File: src/dht_pkg.sv
package dht_pkg;

  localparam int MAX_LEN_DEF    = 65536;
  localparam int MAX_TOKENS_DEF = 64;

  localparam int CHAR_W   = 8;
  localparam int CFG_W    = 7;
  localparam int INDEX_W  = 6;
  localparam int START_W  = 16;
  localparam int END_W    = 17;
  localparam int COUNT_W  = 7;
  localparam int DEPTH_W  = 8;

  localparam logic [CFG_W-1:0] MAX_TOKENS_RST = 7'd64;

  localparam logic [CHAR_W-1:0] CH_LBRACE = 8'h7B;
  localparam logic [CHAR_W-1:0] CH_QUOTE  = 8'h27;
  localparam logic [CHAR_W-1:0] CH_COLON  = 8'h3A;
  localparam logic [CHAR_W-1:0] CH_LPAREN = 8'h28;
  localparam logic [CHAR_W-1:0] CH_RPAREN = 8'h29;
  localparam logic [CHAR_W-1:0] CH_COMMA  = 8'h2C;
  localparam logic [CHAR_W-1:0] CH_SPACE  = 8'h20;

  typedef enum logic [2:0] {
    PH_SEEK,
    PH_KEY_OPEN,
    PH_KEY_CLOSE,
    PH_COLON,
    PH_VAL_OPEN,
    PH_VAL_CLOSE,
    PH_DRAIN
  } phase_t;

  typedef struct packed {
    logic [CHAR_W-1:0] char_in;
    logic              last_char;
  } item_t;

  typedef struct packed {
    logic               token_valid;
    logic [INDEX_W-1:0] token_index;
    logic [START_W-1:0] token_start;
    logic [END_W-1:0]   token_end;
    logic               is_value;
    logic               done_res;
    logic [COUNT_W-1:0] token_count;
  } res_t;

endpackage

File: src/dht_in_reg.sv
module dht_in_reg
  import dht_pkg::*;
(
  input  logic              clk,
  input  logic              rst_n,
  input  logic              in_tvalid,
  output logic              in_tready,
  input  logic [CHAR_W-1:0] in_tdata,
  input  logic              in_tlast,
  input  logic              advance,
  output logic              item_valid,
  output item_t             item
);

  logic  valid_r, valid_nxt;
  item_t item_r;

  assign in_tready  = !valid_r || advance;
  assign item_valid = valid_r;
  assign item       = item_r;

  always_comb begin
    if (in_tvalid && in_tready) begin
      valid_nxt = 1'b1;
    end else if (advance) begin
      valid_nxt = 1'b0;
    end else begin
      valid_nxt = valid_r;
    end
  end

  always_ff @(posedge clk) begin
    if (!rst_n) begin
      valid_r <= 1'b0;
    end else begin
      valid_r <= valid_nxt;
    end
  end

  always_ff @(posedge clk) begin
    if (in_tvalid && in_tready) begin
      item_r.char_in   <= in_tdata;
      item_r.last_char <= in_tlast;
    end
  end

endmodule

File: src/dht_parse.sv
module dht_parse
  import dht_pkg::*;
#(
  parameter int MAX_LEN    = MAX_LEN_DEF,
  parameter int MAX_TOKENS = MAX_TOKENS_DEF
) (
  input  logic             clk,
  input  logic             rst_n,
  input  logic             step,
  input  item_t            item,
  input  logic [CFG_W-1:0] max_tokens,
  output logic             produce,
  output res_t             res
);

  localparam int POS_W  = $clog2(MAX_LEN);
  localparam int TEND_W = POS_W + 1;
  // wide enough that the count never wraps within one header
  localparam int CNT_W  = (POS_W + 1 > $clog2(MAX_TOKENS + 1)) ? POS_W + 1
                                                               : $clog2(MAX_TOKENS + 1);

  phase_t             phase_r, phase_nxt;
  logic [DEPTH_W-1:0] depth_r, depth_nxt;
  logic [POS_W-1:0]   pos_r, pos_nxt;
  logic [CNT_W-1:0]   cnt_r, cnt_nxt;
  logic [POS_W-1:0]   pstart_r, pstart_nxt;

  logic [CHAR_W-1:0]  c;
  logic               emit, hit, endnow, isval;
  logic [POS_W-1:0]   tstart;
  logic [TEND_W-1:0]  tend;
  logic [DEPTH_W-1:0] d;
  logic [CNT_W-1:0]   limit;

  assign c = item.char_in;

  always_comb begin
    if (9'(max_tokens) > 9'(MAX_TOKENS)) begin
      limit = CNT_W'(MAX_TOKENS);
    end else begin
      limit = CNT_W'(max_tokens);
    end
  end

  always_comb begin
    phase_nxt  = phase_r;
    depth_nxt  = depth_r;
    pos_nxt    = pos_r;
    cnt_nxt    = cnt_r;
    pstart_nxt = pstart_r;
    emit       = 1'b0;
    isval      = 1'b0;
    tstart     = '0;
    tend       = '0;
    d          = depth_r;
    hit        = 1'b0;
    endnow     = 1'b0;
    produce    = 1'b0;

    if (phase_r == PH_DRAIN) begin
      if (item.last_char) begin
        phase_nxt  = PH_SEEK;
        depth_nxt  = '0;
        pos_nxt    = '0;
        cnt_nxt    = '0;
        pstart_nxt = '0;
      end
    end else begin
      case (phase_r)
        PH_SEEK: begin
          if (c == CH_LBRACE) phase_nxt = PH_KEY_OPEN;
        end
        PH_KEY_OPEN: begin
          if (c == CH_QUOTE) begin
            pstart_nxt = pos_r;
            phase_nxt  = PH_KEY_CLOSE;
          end
        end
        PH_KEY_CLOSE: begin
          if (c == CH_QUOTE) begin
            emit      = 1'b1;
            tstart    = pstart_r;
            tend      = TEND_W'(pos_r) + TEND_W'(1);
            phase_nxt = PH_COLON;
          end
        end
        PH_COLON: begin
          if (c == CH_COLON) phase_nxt = PH_VAL_OPEN;
        end
        PH_VAL_OPEN: begin
          depth_nxt = '0;
          if (c != CH_SPACE) begin
            if (c == CH_LPAREN) depth_nxt = DEPTH_W'(1);
            pstart_nxt = pos_r;
            phase_nxt  = PH_VAL_CLOSE;
          end
        end
        PH_VAL_CLOSE: begin
          if (c == CH_RPAREN) d = depth_r - DEPTH_W'(1);
          if (c == CH_LPAREN) d = depth_r + DEPTH_W'(1);
          depth_nxt = d;
          if (d == '0 && c == CH_COMMA) begin
            emit      = 1'b1;
            isval     = 1'b1;
            tstart    = pstart_r;
            tend      = TEND_W'(pos_r);
            phase_nxt = PH_KEY_OPEN;
          end
        end
        default: begin
          phase_nxt = phase_r;
        end
      endcase

      if (emit) cnt_nxt = cnt_r + CNT_W'(1);
      pos_nxt = pos_r + POS_W'(1);

      hit     = (phase_nxt != PH_SEEK) && (cnt_nxt == limit);
      endnow  = item.last_char || (pos_r >= POS_W'(MAX_LEN - 1));
      produce = emit || hit || endnow;

      if (endnow) begin
        phase_nxt  = PH_SEEK;
        depth_nxt  = '0;
        pos_nxt    = '0;
        cnt_nxt    = '0;
        pstart_nxt = '0;
      end else if (hit) begin
        phase_nxt = PH_DRAIN;
      end
    end
  end

  always_comb begin
    res             = '0;
    res.token_valid = emit;
    if (emit) begin
      res.token_index = INDEX_W'(cnt_r);
      res.token_start = START_W'(tstart);
      res.token_end   = END_W'(tend);
      res.is_value    = isval;
    end
    res.done_res    = hit || endnow;
    res.token_count = COUNT_W'(emit ? cnt_r + CNT_W'(1) : cnt_r);
  end

  always_ff @(posedge clk) begin
    if (!rst_n) begin
      phase_r  <= PH_SEEK;
      depth_r  <= '0;
      pos_r    <= '0;
      cnt_r    <= '0;
      pstart_r <= '0;
    end else if (step) begin
      phase_r  <= phase_nxt;
      depth_r  <= depth_nxt;
      pos_r    <= pos_nxt;
      cnt_r    <= cnt_nxt;
      pstart_r <= pstart_nxt;
    end
  end

endmodule

File: src/dict_header_tokenizer.sv
// channel  dir  handshake              payload
// in_      in   in_tvalid/in_tready    in_tdata = char_in, in_tlast = last_char
// out_     out  out_tvalid/out_tready  out_tdata = token fields, out_tuser = flags
// cfg_     in   cfg_valid/cfg_ready    cfg_data = max_tokens
//
// One character per cycle sustained while the output is not stalled; after its input accept
// a result passes the input register, then parse logic into the result register.
// Quiet characters produce no item. Reset (rst_n low, synchronous) restarts
// parsing and sets max_tokens to 64. A stalled result holds the parse stage;
// the input register can still take one character meanwhile if it holds none.
module dict_header_tokenizer
  import dht_pkg::*;
#(
  parameter int MAX_LEN    = MAX_LEN_DEF,
  parameter int MAX_TOKENS = MAX_TOKENS_DEF
) (
  input  logic             clk,
  input  logic             rst_n,
  input  logic             in_tvalid,
  output logic             in_tready,
  input  logic [7:0]       in_tdata,   // char_in[7:0]
  input  logic             in_tlast,   // last_char
  output logic             out_tvalid,
  input  logic             out_tready,
  output logic [47:0]      out_tdata,  // token_index[5:0], token_start[21:6],
                                       // token_end[38:22], token_count[45:39]
  output logic [2:0]       out_tuser,  // token_valid[0], is_value[1], done_res[2]
  input  logic             cfg_valid,
  output logic             cfg_ready,
  input  logic [CFG_W-1:0] cfg_data
);

  logic             item_valid, advance, produce;
  item_t            item;
  res_t             res, res_r;
  logic             out_valid_r, out_valid_nxt;
  logic [CFG_W-1:0] max_tokens_r;

  assign advance   = item_valid && (!out_valid_r || out_tready);
  assign cfg_ready = 1'b1;

  dht_in_reg u_in_reg (
    .clk        (clk),
    .rst_n      (rst_n),
    .in_tvalid  (in_tvalid),
    .in_tready  (in_tready),
    .in_tdata   (in_tdata),
    .in_tlast   (in_tlast),
    .advance    (advance),
    .item_valid (item_valid),
    .item       (item)
  );

  dht_parse #(
    .MAX_LEN    (MAX_LEN),
    .MAX_TOKENS (MAX_TOKENS)
  ) u_parse (
    .clk        (clk),
    .rst_n      (rst_n),
    .step       (advance),
    .item       (item),
    .max_tokens (max_tokens_r),
    .produce    (produce),
    .res        (res)
  );

  always_comb begin
    if (advance && produce) begin
      out_valid_nxt = 1'b1;
    end else if (out_tready) begin
      out_valid_nxt = 1'b0;
    end else begin
      out_valid_nxt = out_valid_r;
    end
  end

  always_ff @(posedge clk) begin
    if (!rst_n) begin
      out_valid_r  <= 1'b0;
      max_tokens_r <= MAX_TOKENS_RST;
    end else begin
      out_valid_r <= out_valid_nxt;
      if (cfg_valid && cfg_ready) max_tokens_r <= cfg_data;
    end
  end

  always_ff @(posedge clk) begin
    if (advance && produce) res_r <= res;
  end

  assign out_tvalid = out_valid_r;
  assign out_tdata  = {2'b00, res_r.token_count, res_r.token_end,
                       res_r.token_start, res_r.token_index};
  assign out_tuser  = {res_r.done_res, res_r.is_value, res_r.token_valid};

  a_out_meaningful: assert property (@(posedge clk) disable iff (!rst_n)
    out_tvalid |-> (res_r.token_valid || res_r.done_res))
    else $error("result item carries neither token nor done");

  a_count_bound: assert property (@(posedge clk) disable iff (!rst_n)
    out_tvalid |-> (32'(res_r.token_count) <= 32'(MAX_TOKENS)))
    else $error("token count above limit");

  a_index_count: assert property (@(posedge clk) disable iff (!rst_n)
    (out_tvalid && res_r.token_valid) |->
      (INDEX_W'(res_r.token_index + INDEX_W'(1)) == res_r.token_count[INDEX_W-1:0]))
    else $error("token index and count disagree");

  a_stall_hold: assert property (@(posedge clk) disable iff (!rst_n)
    (item_valid && out_valid_r && !out_tready) |=> item_valid)
    else $error("pending character lost under output stall");

endmodule
File: config.mk
export PLATFORM = sky130hd
export DESIGN_NAME = dict_header_tokenizer
export DESIGN_NICKNAME = d
export VERILOG_FILES = /design/src/dht_pkg.sv /design/src/dht_in_reg.sv /design/src/dht_parse.sv /design/src/dict_header_tokenizer.sv
export SDC_FILE = /design/constraint.sdc
export NUM_CORES = 1
export LEC_CHECK = 0
export BUFFER_PORTS_ARGS = -buffer_cell sky130_fd_sc_hd__buf_4
export CORE_UTILIZATION = 64
export DETAILED_ROUTE_END_ITERATION = 16
export PLACE_DENSITY = 0.86
export SLEW_MARGIN = 15
export SYNTH_ARGS = -nofsm -noshare
export SYNTH_HDL_FRONTEND = slang
export SYNTH_SLANG_ARGS = --single-unit
File: constraint.sdc
create_clock -name clk -period 10.74 [get_ports clk]
set_clock_uncertainty 0.05 [all_clocks]
set_input_delay 1.074 -clock clk [delete_from_list [all_inputs] [get_ports clk]]
set_output_delay 1.074 -clock clk [all_outputs]
set_load 0.1 [all_outputs]
; ---- Word-level counts from Yosys, hierarchy flattened
; Index checks and enable logic that the tools add are counted.
[classes]
n_bitwise = 2
eq_ne = 17
shifts = 0
div = 0
magnitude_cmp = 2
add_sub_neg = 5
muxes = 55
n_mul = 0
n_reduce_logical = 25
[ops]
columns = op, n
row1 = $mux 16, 10
row2 = $mux 17, 6
row3 = $mux 8, 8
row4 = $pmux 16 s2, 2
row5 = $eq 8x6->1 const B, 5
row6 = $pmux 17 s2, 1
row7 = $mux 3, 11
row8 = $pmux 3 s6, 1
row9 = $add 16x1->17 const B, 1
row10 = $add 17x1->17 const B, 1
row11 = $eq 17x7->1, 1
row12 = $add 16x1->16 const B, 1
row13 = $ge 16x16->1 const B, 1
row14 = $pmux 8 s2, 1
row15 = $mux 7, 2
row16 = $mux 1, 12
row17 = $eq 3x3->1 const B, 3
row18 = $add 8x1->8 const B, 1
row19 = $eq 8x7->1 const B, 1
row20 = $logic_not 8->1, 1
row21 = $ne 4x1->1 const B, 2
row22 = $ne 8x6->1 const B, 1
row23 = $reduce_bool 4->1, 2
row24 = $sub 8x1->8 const B, 1
row25 = 17 further kinds, 30
[totals]
memories = 0
regBits = 127
latchBits = 0
out_inout_bits = 54
input_bits = 21
mem_bits_ro = 0
mem_bits_rw = 0

; ---- Logic depth before layout (Yosys ltp)
; Gate-level depths: netlist (run 1).
[logic_depth]
ltp_word = 19
depth_mapped = 16
mapped_depth_nobuf = 14

; ---- Cells and area by module
; From an unflattened synthesis (run 1), not the netlist that was laid out.
[unflattened]
hier_cells = 776
area_unflattened_um2 = 7025.5
[modules_own_cells]
columns = mod, instances, cells_per_inst, area_per_inst_um2
row1 = dht_parse, 1, 680, 4883.4
row2 = dict_header_tokenizer, 1, 82, 1814.2
row3 = dht_in_reg, 1, 14, 327.8

; ---- Worst setup path after synthesis (run 1)
; OpenSTA, ideal clock, no wires.
[synth_path]
kind = register -> register
start = reg u_in_reg.item_r, in the netlist u_in_reg.item[2]
end = reg res_r, in the netlist out_tdata[0] (enable)
setup_slack_ps = 4640
required_time_ps = 10205
synth_period_minus_slack_ps = 6100
arrival_ps = 5565
stages_incl_launch_ff = 12
path_cell_list = edfxtp_1 > or3b_2 > o21a_1 > nor4_1 > nand3_1 > a211oi_2 > o21ai_4 > xor2_1 > inv_1 > a2111oi_0 > nand3_1 > a31oi_1
[synth_between]
elab_chain_cells = 18
word_cells_on_any_way = 34
[synth_lines]
columns = element, line
row1 = "start, declared", dht_in_reg.sv:16  ; item_t item_r;
row2 = $eq 8x6->1, dht_parse.sv:99  ; if (c == CH_RPAREN) d = depth_r - DEPTH_W'(1);
row3 = $mux 8, dht_parse.sv:99
row4 = $mux 8, dht_parse.sv:100  ; if (c == CH_LPAREN) d = depth_r + DEPTH_W'(1);
row5 = $mux 8, dht_parse.sv:69  ; case (phase_r)
row6 = $mux 8, dht_parse.sv:60  ; if (phase_r == PH_DRAIN) begin
row7 = $logic_not 8->1, dht_parse.sv:102  ; if (d == '0 && c == CH_COMMA) begin
row8 = $logic_and 1x1->1, dht_parse.sv:102
row9 = $mux 1, dht_parse.sv:102
row10 = $pmux 1 s2, dht_parse.sv:69
row11 = $mux 1, dht_parse.sv:60
row12 = $mux 17, dht_parse.sv:115  ; if (emit) cnt_nxt = cnt_r + CNT_W'(1);
row13 = $mux 17, dht_parse.sv:60
row14 = $eq 17x7->1, dht_parse.sv:118  ; hit = (phase_nxt != PH_SEEK) && (cnt_nxt == limit);
row15 = $logic_and 1x1->1, dht_parse.sv:118
row16 = $logic_or 1x1->1 * (2 in series), dht_parse.sv:120  ; produce = emit || hit || endnow;
row17 = $mux 1 *, dht_parse.sv:60
row18 = $logic_and 1x1->1 *, dict_header_tokenizer.sv:88  ; if (advance && produce) res_r <= res;
row19 = "end signal, assigned", dict_header_tokenizer.sv:88
row20 = "end, declared", dict_header_tokenizer.sv:35  ; res_t res, res_r;
; Every way passes the cells marked *; elsewhere a longest branch is shown, timed or not. The select of a mux whose other input is x is not followed.
; A chain may end at the register's enable or synchronous reset.

; ---- Worst setup path in the final report (run 1)
[layout_path]
start = reg u_in_reg.item_r, in the netlist u_in_reg.item[5]
end = reg res_r, in the netlist out_tdata[36] (enable)
; The elaborated chain is that of the path after synthesis.

==> results.cfg, run 1 <==
[drt]
via_count = 6354
remaining_drc_errors = 0
wl_per_cell_um = 20.20
via_per_inst = 6.633
ant_nets = 0
dr.pass1.iters = 6
drt_iter0_drc = 782
finalWirelength_mm = 19.36

[hold_path]
worstHoldPathType = flop to flop

[cts]
cts_max_level = 4
cts_buffers = 17
cts_hold_buffers = 0
clock_latency_ns = 0.53
cts_sinks = 127
ctsResizeCount = 0
clockBufferDepth = 2
path_clk_slew_ns = 0.06
clockRootBuffer = clkbuf_8
cts_tree = built
postCtsSetupRepairBufs = 0

[setup_path]
critPathCaptureType = flop
crit_required_ns = 10.87
cp_max_fo = 32
worst-setup-path-type = flop to flop
cpMaxStageDelayCell = or3_1
cp_top_family = simple AND/OR/NAND/NOR gates
slowest_delay_ns = 0.83
worstPathArrival_ns = 5.45
cp_num_buf_inv = 1
start_kind = flop
worstPathCellList = nor4b_2, nand4_1, or3_1, a21oi_1, nor2b_1, nor4b_1, o211ai_1, a2111oi_0, nand3_1, a31oi_4, buf_4

[placed_design]
dp_worst_setup_slack_ns = 5.588
dp_hpwl_mm = 12.20
place.gp.congestion = 0.9462
io_buffers = 71
dpl_cell_area_um2 = 7346

[timing]
finalHoldViolations = 0
slew_headroom_pct = 19.66
tns_ns = 0
finalMaxSlewViolations = 0
worst_pin_slew_ns = 1.204
setup_ws_ns = 5.423
fmax_mhz = 188.1
finalSetupViolations = 0
fin_crit_sh_pct = 49.51
rsz0062_at_grt = false
min_period_ns = 5.317

[grt]
grt_usage_pct = 35.80
overflow = 0
grt_antenna_before_repair = 0
grt_pass1_vias = 5893
grt_max_degree = 54
grt_pass1_wl_mm = 30.57

[logic_synthesis]
synth-seq-area-share_pct = 45.78
ys_top_cells_by_count = nor2_1, dfxtp_1, edfxtp_1
ys_types = 81
synth_top_area_share_pct = 25.53
ys_async_sr_fraction_pct = 0
synth.area.top_cells = edfxtp_1, dfxtp_1, nor2_1
synth-edff-count = 58
syn_area_um2 = 6822
synth-seq-cells = 127
synth_most_common_cell = nor2_1
yosysTopAreaCell = edfxtp_1
syn_area_per_cell_um2 = 8.825
synth_warnings = 0
synthFlopType = dfxtp_1
synthCells = 773

[power]
cellPowerDensity_nw_per_um2 = 144.6
ir_worst_vdd_v = 0.00009415
leakage_nw = 2.916

[floorplanning]
die-area_um2 = 11080
start_util_pct = 66.08
die_x_um = 105.2
ios = 75
rows = 37
core_area_um2 = 10320
die_h_um = 105.2

[layout]
finalInstanceArea_um2 = 7925
area_delta_synth_final_pct = 16.18
drive_gt1_share_pct = 16.30
antenna-diode-count = 0
fin_nets = 834

[flow_run]
cap_viol_max_count = 0

[status]
status = complete, no violations
## final cells by class
class                   instances  area (um^2)
flip-flops and latches        127         3123
inverters                      13        48.80
clock inverters                14        156.4
clock buffers                  18        417.9
multi-input cells             572         3423
repair buffers                 78        585.6
well taps                     136        170.2
fillers                       691         2399
## tightest hold or removal path, delay by kind of cell (launching register included)
| family | cells | cell delay, ns |
|---|---|---|
| AND/OR/NAND/NOR | 1 | 0.07 |
| AO/OA/AOI/OAI | 1 | 0.07 |
| flip-flops | 1 | 0.33 |
## cell usage in the layout (no fill, tap or decap), types with 5 or more instances in the layout
cell,instances
edfxtp_1,58
a22oi_1,19
nand3_1,31
nand2_1,55
o22ai_1,5
o31ai_1,11
xor2_1,6
buf_4,78
nor2_1,104
a211oi_1,5
nand4_1,8
and2_1,26
nand2b_1,6
nor2b_1,8
nor3_1,28
o21ai_0,53
nor4_1,11
dfxtp_1,69
clkbuf_16,16
or3_1,7
xnor2_1,8
o211ai_1,12
nor4b_1,6
inv_1,10
and3_1,15
a311oi_1,7
a21oi_1,43
mux2i_1,11
## final timing paths
path	start	endpoint	slack, ns	cells past startpoint
worst min-delay path	u_parse.pstart_r[6]	u_parse.pstart_r[6]	0.45	2
worst max-delay path	u_in_reg.item[5]	out_tdata[36]	5.42	11
worst max register to register	u_in_reg.item[5]	out_tdata[36]	5.42	11
worst min register to register	u_parse.pstart_r[6]	u_parse.pstart_r[6]	0.45	2
## report_power, final
| group | total [mW] | switching [mW] | internal, mW | leakage [nW] |
|---|---|---|---|---|
| Clock | 0.564 | 0.229 | 0.335 | 0.286 |
| Sequential | 0.516 | 0.00629 | 0.510 | 1.17 |
| Combinational | 0.0659 | 0.0479 | 0.0180 | 1.46 |
## cell families (layout without fill, tap and decap cells)
logic type	Yosys count	after routing	synth area share (%)
compound gates	200	200	19.53
xor+xnor	15	15	2.128
fa+ha+maj	4	4	0.7337
buf+inv	75	123	4.420
flops	127	127	45.78
mux	11	11	1.614
other cells	2	3	0.1101
simple gates	339	339	25.68
## layer usage
metal	routed length, um	track usage (%)	vias to the layer above	share of wire (%)
met5	0	0	-	0
met4	710	16.50	0	3.7
met3	1737	6.555	73	9.0
met2	9345	58.65	388	48
met1	7562	46.14	2968	39
li1	-	-	2925	-
## per-stage QoR
stage                     hold slack, ns  cells  total power, mW  utilization, %
after floorplan                   0.4020    774           0.5727               -
after global placement            0.4196    926           0.5896           71.16
after detailed placement          0.4291    926           0.5914           71.16
after CTS                         0.4508    958            1.144           76.72
after global routing              0.4770    958            1.170           76.77
final                             0.4535    958            1.146           76.77
## sequential cells by signal, indices dropped and copies added (netlist names)
name	count
max_tokens_r	7
out_tdata	46
out_tuser	3
out_tvalid	1
u_in_reg.item	9
u_in_reg.item_valid	1
u_parse.cnt_r	17
u_parse.depth_r	8
u_parse.phase_r	3
u_parse.pos_r	16
u_parse.pstart_r	16
Note: power is estimated with default switching activity, not from simulation.
==> run 2, diff against run 1 <==
CORE_UTILIZATION = 59   (was 64)
PLACE_DENSITY = 0.8   (was 0.86)
clock period = 5.45 ns   (was 10.74 ns; I/O delays follow)
==> run 2 against run 1 <==
Net effect: flip-flop and latch count unchanged; critical endpoint is now out_tdata[6]; highest routed layer unchanged; non-clock buffer count up 4; largest cell class unchanged; utilization fell by 4.1 points; largest power group unchanged; via count is 0.60% lower; first-iteration DRC count decreased by 35%; clock-buffer cell count rose by 4.
==> results.cfg, run 2 (synthesized netlist as in run 1, its figures left out) <==
[layout]
fill_cells = 817
area_delta_synth_final_pct = 17.42
layout_common_cells = nor2_1, buf_4, dfxtp_1
final_util_pct = 72.62
fin_nets = 838
largest_reg_flops = 46
drive_gt1_share_pct = 16.46
final_common_cell = nor2_1
antenna-diode-count = 0

[cts]
cts_max_level = 4
path_clk_slew_ns = 0.05
cts_tree = built
cts_hold_buffers = 0
ctsResizeCount = 0
clockBufferDepth = 2
clockRootBuffer = clkbuf_16
cts_sinks = 127
cts_buffers = 17
postCtsSetupRepairBufs = 0
clock_latency_ns = 0.42

[setup_path]
worstPathCellList = nor4b_2, nand2_1, nor4_1, nand3_1, a211oi_2, o21ai_4, xor2_1, inv_1, a2111oi_0, nand3_1, a31oi_4, buf_12
endpoint = out_tdata[6]
worstPathArrival_ns = 4.97
start_kind = flop
rr_startpoint = u_in_reg.item[7]
critPathCaptureType = flop
slowest_delay_ns = 0.66
r2r_setup_slack_ns = 0.54
reg2reg_depth = 12
crit_start = u_in_reg.item[7]
r2r-end = out_tdata[6]
crit_required_ns = 5.51
cp_max_fo = 36
worst-setup-path-type = flop to flop
cpMaxStageDelayCell = nor4b_2
cp_common_cell = nand3_1

[drt]
ant_nets = 0
via_count = 6316
dr.pass1.iters = 5
via_per_inst = 6.538
drt_iter0_drc = 506
finalWirelength_mm = 18.89
remaining_drc_errors = 0
wl_per_cell_um = 19.55

[power]
clkPwrFrac_pct = 50.2
leakage_nw = 2.949
p_int_mw = 1.771
combPwrFrac_pct = 5.7
ir_worst_vdd_v = 0.0003797
cellPowerDensity_nw_per_um2 = 288.2
switchingPower_mw = 0.5374
switching_share_pct = 23.27
power_frac_seq_pct = 44.1

[floorplanning]
die-area_um2 = 12000
core_area_um2 = 11030
ios = 75
die_x_um = 109.5
rows = 38
start_util_pct = 61.84
die_h_um = 109.5

[flow_run]
cap_viol_max_count = 0

[hold_path]
worstHoldPathType = input port to flop

[timing]
setup_ws_ns = 0.5382
worst_pin_slew_ns = 0.9150
tns_ns = 0
slew_headroom_pct = 38.62
finalHoldViolations = 0
rsz0062_at_grt = false
finalSetupViolations = 0
fmax_mhz = 203.6
finalMaxSlewViolations = 0
min_period_ns = 4.912
fin_crit_sh_pct = 90.12

[grt]
use_met3_pct = 7.528
grt_use_met1_pct = 40.80
grt_antenna_before_repair = 0
grt_usage_pct = 33.20
gr-max-usage-layer = met2
grt_pass1_wl_mm = 30.02
overflow = 0
global_route.usage.met2_pct = 54.81
grt_pass1_vias = 6000
grt_max_degree = 39

[placed_design]
dp_worst_setup_slack_ns = 0.5862
io_buffers = 71
dp_hpwl_mm = 12.39
place.gp.congestion = 0.9505

[status]
status = complete, no violations
run 2: metrics by stage:
| step | instance area (um^2) | cells | power [mW] | hold WS [ns] |
|---|---|---|---|---|
| after CTS | 8005 | 966 | 2.313 | 0.2392 |
| after global routing | 8010 | 966 | 2.361 | 0.2408 |
| after global placement | 7393 | 934 | 1.163 | 0.4212 |
| after detailed placement | 7393 | 934 | 1.166 | 0.4378 |
| after floorplan | 6832 | 774 | 1.128 | 0.4020 |
| final | 8010 | 966 | 2.309 | 0.2491 |
run 2: worst max-delay path: cells and delay by family (launching register included):
| family | cells | cell delay (ns) |
|---|---|---|
| flip-flops | 1 | 0.45 |
| buffers and inverters | 2 | 0.38 |
| XOR/XNOR | 1 | 0.21 |
| AO/OA/AOI/OAI | 4 | 1.72 |
| AND/OR/NAND/NOR | 5 | 1.76 |
run 2: area by class of cell:
| type | count | area [um^2] | area share [%] |
|---|---|---|---|
| multi-input combinational | 572 | 3423 | 42.74 |
| sequential | 127 | 3123 | 38.99 |
| timing repair buffer | 82 | 628.1 | 7.841 |
| clock buffer | 22 | 485.5 | 6.061 |
| tap | 140 | 175.2 | 2.187 |
| clock inverter | 10 | 126.4 | 1.578 |
| inverter | 13 | 48.80 | 0.6092 |
run 2: worst min path at each step:
stage                                     from  depth (start not counted)                    to
final                              in_tdata[5]                          1      u_in_reg.item[6]
after detailed placement  u_parse.pstart_r[13]                          2  u_parse.pstart_r[13]
after floorplan                max_tokens_r[1]                          2       max_tokens_r[1]
after global routing               in_tdata[5]                          1      u_in_reg.item[6]
after global placement    u_parse.pstart_r[11]                          2  u_parse.pstart_r[11]
after CTS                          in_tdata[5]                          1      u_in_reg.item[6]
run 2: layer usage:
metal | vias to the layer above | wire, um
met2 | 316 | 9154
met1 | 3004 | 7650
li1 | 2939 | -
met4 | 0 | 618
met3 | 57 | 1462
met5 | - | 0
run 2: power by group through the flow:
| stage | Clock (mW) | Sequential [mW] | Combinational (mW) |
|---|---|---|---|
| after global placement | 0 | 1.04 | 0.127 |
| after global routing | 1.20 | 1.02 | 0.140 |
| after detailed placement | 0 | 1.04 | 0.129 |
| after floorplan | 0 | 1.06 | 0.0682 |
| final | 1.16 | 1.02 | 0.132 |
| after CTS | 1.17 | 1.02 | 0.130 |
==> run 3, diff against run 2 <==
PLACE_DENSITY = 0.79   (was 0.8)
==> run 3 against run 2 <==
Net effect: setup slack improved by 0.084 ns; fmax increased by 1.7%; clock power about the same; clock-buffer cell count decreased by 2; utilization decreased by 0.25 points; non-clock buffer count unchanged.
==> results.cfg, run 3 (synthesized netlist as in run 1, its figures left out) <==
[status]
status = complete, no violations

[cts]
postCtsSetupRepairBufs = 0
clock_latency_ns = 0.42
cts_sinks = 127
cts_tree = built
ctsResizeCount = 0
clockBufferDepth = 2
cts_buffers = 17
clockRootBuffer = clkbuf_16
path_clk_slew_ns = 0.06
cts_max_level = 4
cts_hold_buffers = 0

[layout]
fill_cells = 794
area_delta_synth_final_pct = 17.02
antenna-diode-count = 0
drive_gt1_share_pct = 16.46
final_common_cell = nor2_1
fin_nets = 838
regArea_um2 = 3123
largest_reg_flops = 46
layout_common_cells = nor2_1, buf_4, dfxtp_1
multiInputGateArea_um2 = 3418

[grt]
grt_antenna_before_repair = 0
overflow = 0
grt_pass1_wl_mm = 29.99
grt_pass1_vias = 5715
grt_usage_pct = 33.08
grt_max_degree = 50

[power]
power.total_mw = 2.285
ir_worst_vdd_v = 0.0002134
cellPowerDensity_nw_per_um2 = 286.2
leakage_nw = 2.937

[placed_design]
dp_hpwl_mm = 12.76
place.gp.congestion = 0.9560
io_buffers = 71

[setup_path]
reg2reg_depth = 12
endpoint = out_tdata[25]
critPathCaptureType = flop
r2r-end = out_tdata[25]
crit_required_ns = 5.51
start_kind = flop
r2r_setup_slack_ns = 0.62
worst-setup-path-type = flop to flop
crit_start = u_in_reg.item[7]
rr_startpoint = u_in_reg.item[7]
cp_max_fo = 40
worstPathArrival_ns = 4.89

[timing]
finalMaxSlewViolations = 0
rsz0062_at_grt = false
slew_headroom_pct = 23.33
fmax_mhz = 207.1
min_period_ns = 4.828
finalSetupViolations = 0
tns_ns = 0
fin_crit_sh_pct = 88.58
finalHoldViolations = 0
worst_pin_slew_ns = 1.149

[flow_run]
cap_viol_max_count = 0

[drt]
ant_nets = 0
drt_iter0_drc = 730
remaining_drc_errors = 0
via_count = 6302
finalWirelength_mm = 18.86
via_per_inst = 6.524
wl_per_cell_um = 19.52
dr.pass1.iters = 6

[floorplanning]
die_x_um = 109.5
ios = 75
rows = 38
core_area_um2 = 11030
die_h_um = 109.5
die-area_um2 = 12000
start_util_pct = 61.84

[hold_path]
worstHoldPathType = input port to flop
==> run 3: changes by cell type in the layout (fill, tap and decap cells not counted) <==
cell	before	now
clkbuf_1	2	1
inv_4	1	0
clkinvlp_4	1	2
clkinv_1	2	3
nor2_4	2	1
nor2_2	1	2
clkinv_2	0	2
inv_6	1	3
clkbuf_16	18	17
clkinv_4	5	2
==> run 3: worst min path at each step <==
stage,startpoint,end,slack [ns],cells after the start
global placement,u_parse.pstart_r[15],u_parse.pstart_r[15],0.42,2
floorplan,max_tokens_r[1],max_tokens_r[1],0.40,2
global route,in_tdata[0],u_in_reg.item[1],0.25,1
detailed placement,u_parse.pstart_r[1],u_parse.pstart_r[1],0.43,2
CTS,in_tdata[0],u_in_reg.item[1],0.25,1
finish,in_tdata[0],u_in_reg.item[1],0.25,1
==> run 3: layout make-up <==
| class | count | share of cell area (%) |
|---|---|---|
| multi-input combinational | 572 | 42.82 |
| sequential | 127 | 39.12 |
| timing repair buffer | 82 | 7.868 |
| clock buffer | 20 | 5.721 |
| tap | 140 | 2.194 |
| clock inverter | 12 | 1.661 |
| inverter | 13 | 0.6113 |
==> run 3: metrics by stage <==
step / instances / worst slack (ns) / cell area (um^2) / utilization, % / hold slack (ns)
after floorplan: 774 / 0.3472 / 6832 / - / 0.4020
after global placement: 934 / 0.9406 / 7393 / 67.03 / 0.4196
after detailed placement: 934 / 0.7428 / 7393 / 67.03 / 0.4345
after CTS: 966 / 0.6831 / 7983 / 72.37 / 0.2502
after global routing: 966 / 0.3035 / 7983 / 72.37 / 0.2490
final: 966 / 0.6223 / 7983 / 72.37 / 0.2508
==> run 3: worst max-delay path, stage by stage, from the launching register on <==
cell,delay (ns)
edfxtp_1,0.45
nor4b_2,0.69
nand2_1,0.19
nor4_1,0.42
nand3_1,0.24
a211oi_2,0.58
o21ai_4,0.12
xor2_1,0.19
inv_1,0.08
a2111oi_0,0.42
nand3_1,0.28
a31oi_4,0.50
buf_12,0.29
==> run 3: per-layer routing <==
layer	wire, um	GRT usage [%]	part of all wire, %
met3	1300	5.157	6.9
met1	8132	45.29	43
met2	8915	52.20	47
met5	0	0	0
met4	509	13.81	2.7
==> run 3: power by group <==
part           internal (mW)  leakage (nW)  switching, mW  total (mW)
sequential              1.01          1.17         0.0127        1.02
clock                  0.700         0.285          0.436        1.14
combinational         0.0363          1.48         0.0951       0.131
total                   1.74          2.94          0.543        2.28
